File: src/hw/rtl/set_assoc_cache_tag_lookup_defines.svh
// ----------------------------------------------------------------------------
// Assertion macros for the set-associative cache tag lookup
// Shared helpers for concurrent checks in the RTL.
// ----------------------------------------------------------------------------
`ifndef SET_ASSOC_CACHE_TAG_LOOKUP_DEFINES_SVH
`define SET_ASSOC_CACHE_TAG_LOOKUP_DEFINES_SVH

// same-cycle implication
`define SACTL_ASSERT_IMPL(label, clk, rst, ante, cons) \
  label: assert property (@(posedge clk) disable iff (rst) (ante) |-> (cons)) \
    else $error("implication check failed");

// next-cycle implication
`define SACTL_ASSERT_NEXT(label, clk, rst, ante, cons) \
  label: assert property (@(posedge clk) disable iff (rst) (ante) |=> (cons)) \
    else $error("next-cycle check failed");

`endif

File: src/hw/rtl/sactl_ram.sv
// ----------------------------------------------------------------------------
// sactl_ram
// Simple dual-port RAM: one write port, one read port, registered read data.
// ----------------------------------------------------------------------------
`timescale 1ns / 1ps

module sactl_ram #(
  parameter int WIDTH = 8,
  parameter int DEPTH = 16
) (
  input  logic                     clk,
  input  logic                     we,
  input  logic [$clog2(DEPTH)-1:0] waddr,
  input  logic [WIDTH-1:0]         wdata,
  input  logic                     re,
  input  logic [$clog2(DEPTH)-1:0] raddr,
  output logic [WIDTH-1:0]         rdata
);

  logic [WIDTH-1:0] mem [DEPTH];

  always_ff @(posedge clk) begin
    if (we) begin
      mem[waddr] <= wdata;
    end
    if (re) begin
      rdata <= mem[raddr];
    end
  end

endmodule

File: config.mk
export PLATFORM = sky130hd
export DESIGN_NAME = sactl_ram
export DESIGN_NICKNAME = d
export VERILOG_FILES = /design/src/hw/rtl/set_assoc_cache_tag_lookup_defines.svh /design/src/hw/rtl/sactl_ram.sv
export SDC_FILE = /design/constraint.sdc
export NUM_CORES = 1
export LEC_CHECK = 0
export BUFFER_PORTS_ARGS = -buffer_cell sky130_fd_sc_hd__buf_2
export CAP_MARGIN = 10
export CORE_ASPECT_RATIO = 1.5
export CORE_MARGIN = 4
export CORE_UTILIZATION = 60
export DETAILED_ROUTE_END_ITERATION = 12
export PLACE_DENSITY = 0.75
export SLEW_MARGIN = 0
export SYNTH_ARGS = -nofsm -noshare
export SYNTH_HDL_FRONTEND = slang
export SYNTH_SLANG_ARGS = --single-unit
File: constraint.sdc
create_clock -name clk -period 1.8 [get_ports clk]
set_input_delay 0.09 -clock clk [delete_from_list [all_inputs] [get_ports clk]]
set_output_delay 0.09 -clock clk [all_outputs]
set_load 0.005 [all_outputs]
==> results.json <==
{
  "min_path_type": "primary input to flip-flop",
  "coreArea_um2": 8464,
  "placed_cells": 375,
  "post-cts-setup-buffer-count": 0,
  "static-leakage-power_nw": 2.147,
  "maximum_vdd_ir_drop_uv": 945.6,
  "firstDrtPassIters": 4,
  "pre_cts_slack_ns": 0.1216,
  "cts-resized-gates": 0,
  "fin_total_pwr_mw": 7.563,
  "worst_slew_margin_rel_pct": 76.07,
  "synth.yosys.warnings": 0,
  "synth_largest_type_area_fraction_pct": 78.12,
  "busiest_layer": "met2",
  "synth.largest_area_cell": "sky130_fd_sc_hd__edfxtp_1",
  "grt_setup_unrepaired": "false",
  "drive_above_1_share_pct": 32.00,
  "most_common_library_cell_in_the_layout_ignoring_fill_and_taps": "sky130_fd_sc_hd__edfxtp_1",
  "tritoncts_clock_tree": "done",
  "antenna_cells": 0,
  "synth.mux.area_fraction_pct": 14.79,
  "post_synth_xor_area_fraction_pct": 0,
  "synth_area_leaders": "sky130_fd_sc_hd__edfxtp_1 (78%), sky130_fd_sc_hd__mux4_2 (7.8%), sky130_fd_sc_hd__mux4_1 (7.0%)",
  "count_of_max_cap_constraint_violations": 0,
  "period_needed_ns": 1.543,
  "final_setup_violation_count": 0,
  "maximum_number_of_pins_on_one_net_before_global_route_repair": 33,
  "drc_errors": 0,
  "yosys.area_share.adder_pct": 0,
  "synth_top_family_by_area": "multiplexers",
  "setup.worst_path.end_class": "flip-flop",
  "grt_first_pass_wirelength_um": 15680,
  "std_cell_rows": 41,
  "numCtsBuffers": 17,
  "chipWidth_um": 84.21,
  "postLayoutSetupSlackWorst_ns": 0.2569,
  "pwr_density_cell_nw_per_um2": 1210,
  "place_congestion": 0.7646,
  "r2r_slack_ns": 0.26,
  "worst_clock_skew_ns": 0.006886,
  "fin_crit_sh_pct": 85.73,
  "root_buffer": "sky130_fd_sc_hd__clkbuf_16",
  "gr-usage-met1_pct": 24.36,
  "ctsHtreeMaxLevel": 4,
  "hold_viol": 0,
  "fp.dieArea_um2": 10300,
  "drt-wirelength-per-cell_um": 24.64,
  "grt_antenna_before_repair": 0,
  "area_growth_pct": 19.53,
  "number_of_nets_still_failing_antenna_checks_after_routing": 0,
  "finish.cell_count_without_fillers": 407,
  "postSynthAreaPerCell_um2": 22.83,
  "globalRouteMet2Util_pct": 40.71,
  "post_synth_and_or_nand_nor_area_fraction_pct": 3.135,
  "cp_required_ns": 1.95,
  "cp-start-kind": "flip-flop",
  "first_iter_violations": 196,
  "clkSinkCount": 136,
  "globalRouteOverflowTotal": 0,
  "netlist-cell-type-count": 18,
  "cts.hold.buffers_added": 0,
  "clk_transition_reported_paths_ns": 0.05,
  "max_slew.worst_pin.slew_ns": 0.3576,
  "pin_count": 27,
  "ys_seq_area_share_pct": 78.12,
  "critPathMaxFanout": 1,
  "wire_length_after_detailed_routing_um": 10030,
  "initial_utilization_pct": 61.76,
  "compound_gate_portion_of_the_synthesized_area_pct": 2.298,
  "setup_total_negative_slack_ns": 0,
  "cts-root-to-sink-buffers": 2,
  "timing_worst_setup_path_type": "flip-flop to flip-flop",
  "post-dp-hpwl_um": 6437,
  "die_height_um": 122.3,
  "layout.nets": 306,
  "grt.met3_usage_pct": 5.238,
  "port_buffers": 26,
  "report.final.slew_viol_count": 0,
  "layout.cells.most_common_list": "sky130_fd_sc_hd__edfxtp_1 (136), sky130_fd_sc_hd__buf_2 (26), sky130_fd_sc_hd__buf_4 (20)",
  "grt_pass1_vias": 2743,
  "finalHoldWorstSlack_ns": 0.04673,
  "ys_seq_elements": 136,
  "drt-vias-per-instance": 6.059,
  "final_area_um2": 6248,
  "mappedNetlistNets": 248,
  "routed-via-count": 2466,
  "syn-instance-count": 229,
  "clkLatencyLatePin_ns": 0.41,
  "outcome": "completed",
  "gr-usage-all-layers_pct": 22.01,
  "utilization_pct": 73.82,
  "mappedNetlistArea_um2": 5228,
  "post_dp_cell_area_um2": 5615,
  "timing.critical_path.arrival_ns": 1.70,
  "peak_freq_mhz": 648.0
}
==> worst paths after layout <==
kind	from	endpoint	depth (start not counted)
setup / recovery	mem[9][2]$_DFFE_PP_	rdata[2]$_DFFE_PP_	3
hold / removal	re	rdata[7]$_DFFE_PP_	1
setup reg to reg	mem[9][2]$_DFFE_PP_	rdata[2]$_DFFE_PP_	3
hold reg to reg	mem[9][1]$_DFFE_PP_	rdata[1]$_DFFE_PP_	3
==> synthesized netlist by cell type <==
cell	count
sky130_fd_sc_hd__nand3b_1	2
sky130_fd_sc_hd__nor3_1	4
sky130_fd_sc_hd__nand2_1	9
sky130_fd_sc_hd__mux4_2	18
sky130_fd_sc_hd__nand2b_1	2
sky130_fd_sc_hd__edfxtp_1	136
sky130_fd_sc_hd__or3b_2	1
sky130_fd_sc_hd__buf_2	3
sky130_fd_sc_hd__buf_6	3
sky130_fd_sc_hd__nor2b_1	1
sky130_fd_sc_hd__and2_1	1
sky130_fd_sc_hd__a22oi_1	16
sky130_fd_sc_hd__nor2_1	13
sky130_fd_sc_hd__and2b_1	1
sky130_fd_sc_hd__buf_4	1
sky130_fd_sc_hd__mux4_1	14
sky130_fd_sc_hd__nand3_1	1
sky130_fd_sc_hd__clkdlybuf4s25_2	3
==> worst max-delay path: stages (launching register included) <==
cell and delay [ns]:
sky130_fd_sc_hd__edfxtp_1 0.41, sky130_fd_sc_hd__mux4_1 0.59, sky130_fd_sc_hd__a22oi_1 0.21, sky130_fd_sc_hd__nand2_1 0.07
==> power breakdown <==
part,leakage (nW),switching [mW],internal [mW]
registers,1.24,0.0191,3.57
logic,0.608,0.185,0.147
clock network,0.303,1.21,2.43
==> flip-flops by register name, indices dropped and copies added, names as in the netlist <==
signal and count:
rdata 8, mem 128
==> kinds of logic after synthesis <==
logic type,Yosys count
AOI/OAI and AO/OA,16
DFF,136
and+or+nand+nor,35
muxes,32
buffers and inverters,10
==> area by class of cell <==
type	count	area (µm²)
clock buffers	17	425.4
clock inverters	15	207.7
fillers	476	2216
multi-input cells	83	1057
flip-flops and latches	136	4084
well taps	107	133.9
repair buffers	49	340.3
==> per-layer routing <==
layer | part of all wire, % | wire, µm | vias to the layer above
met5 | 0 | 0 | -
met4 | 2.7 | 267 | 0
met3 | 4.0 | 403 | 23
met2 | 58 | 5835 | 73
met1 | 35 | 3521 | 1268
li1 | - | - | 1102
Power figures use the tool's default switching activity.
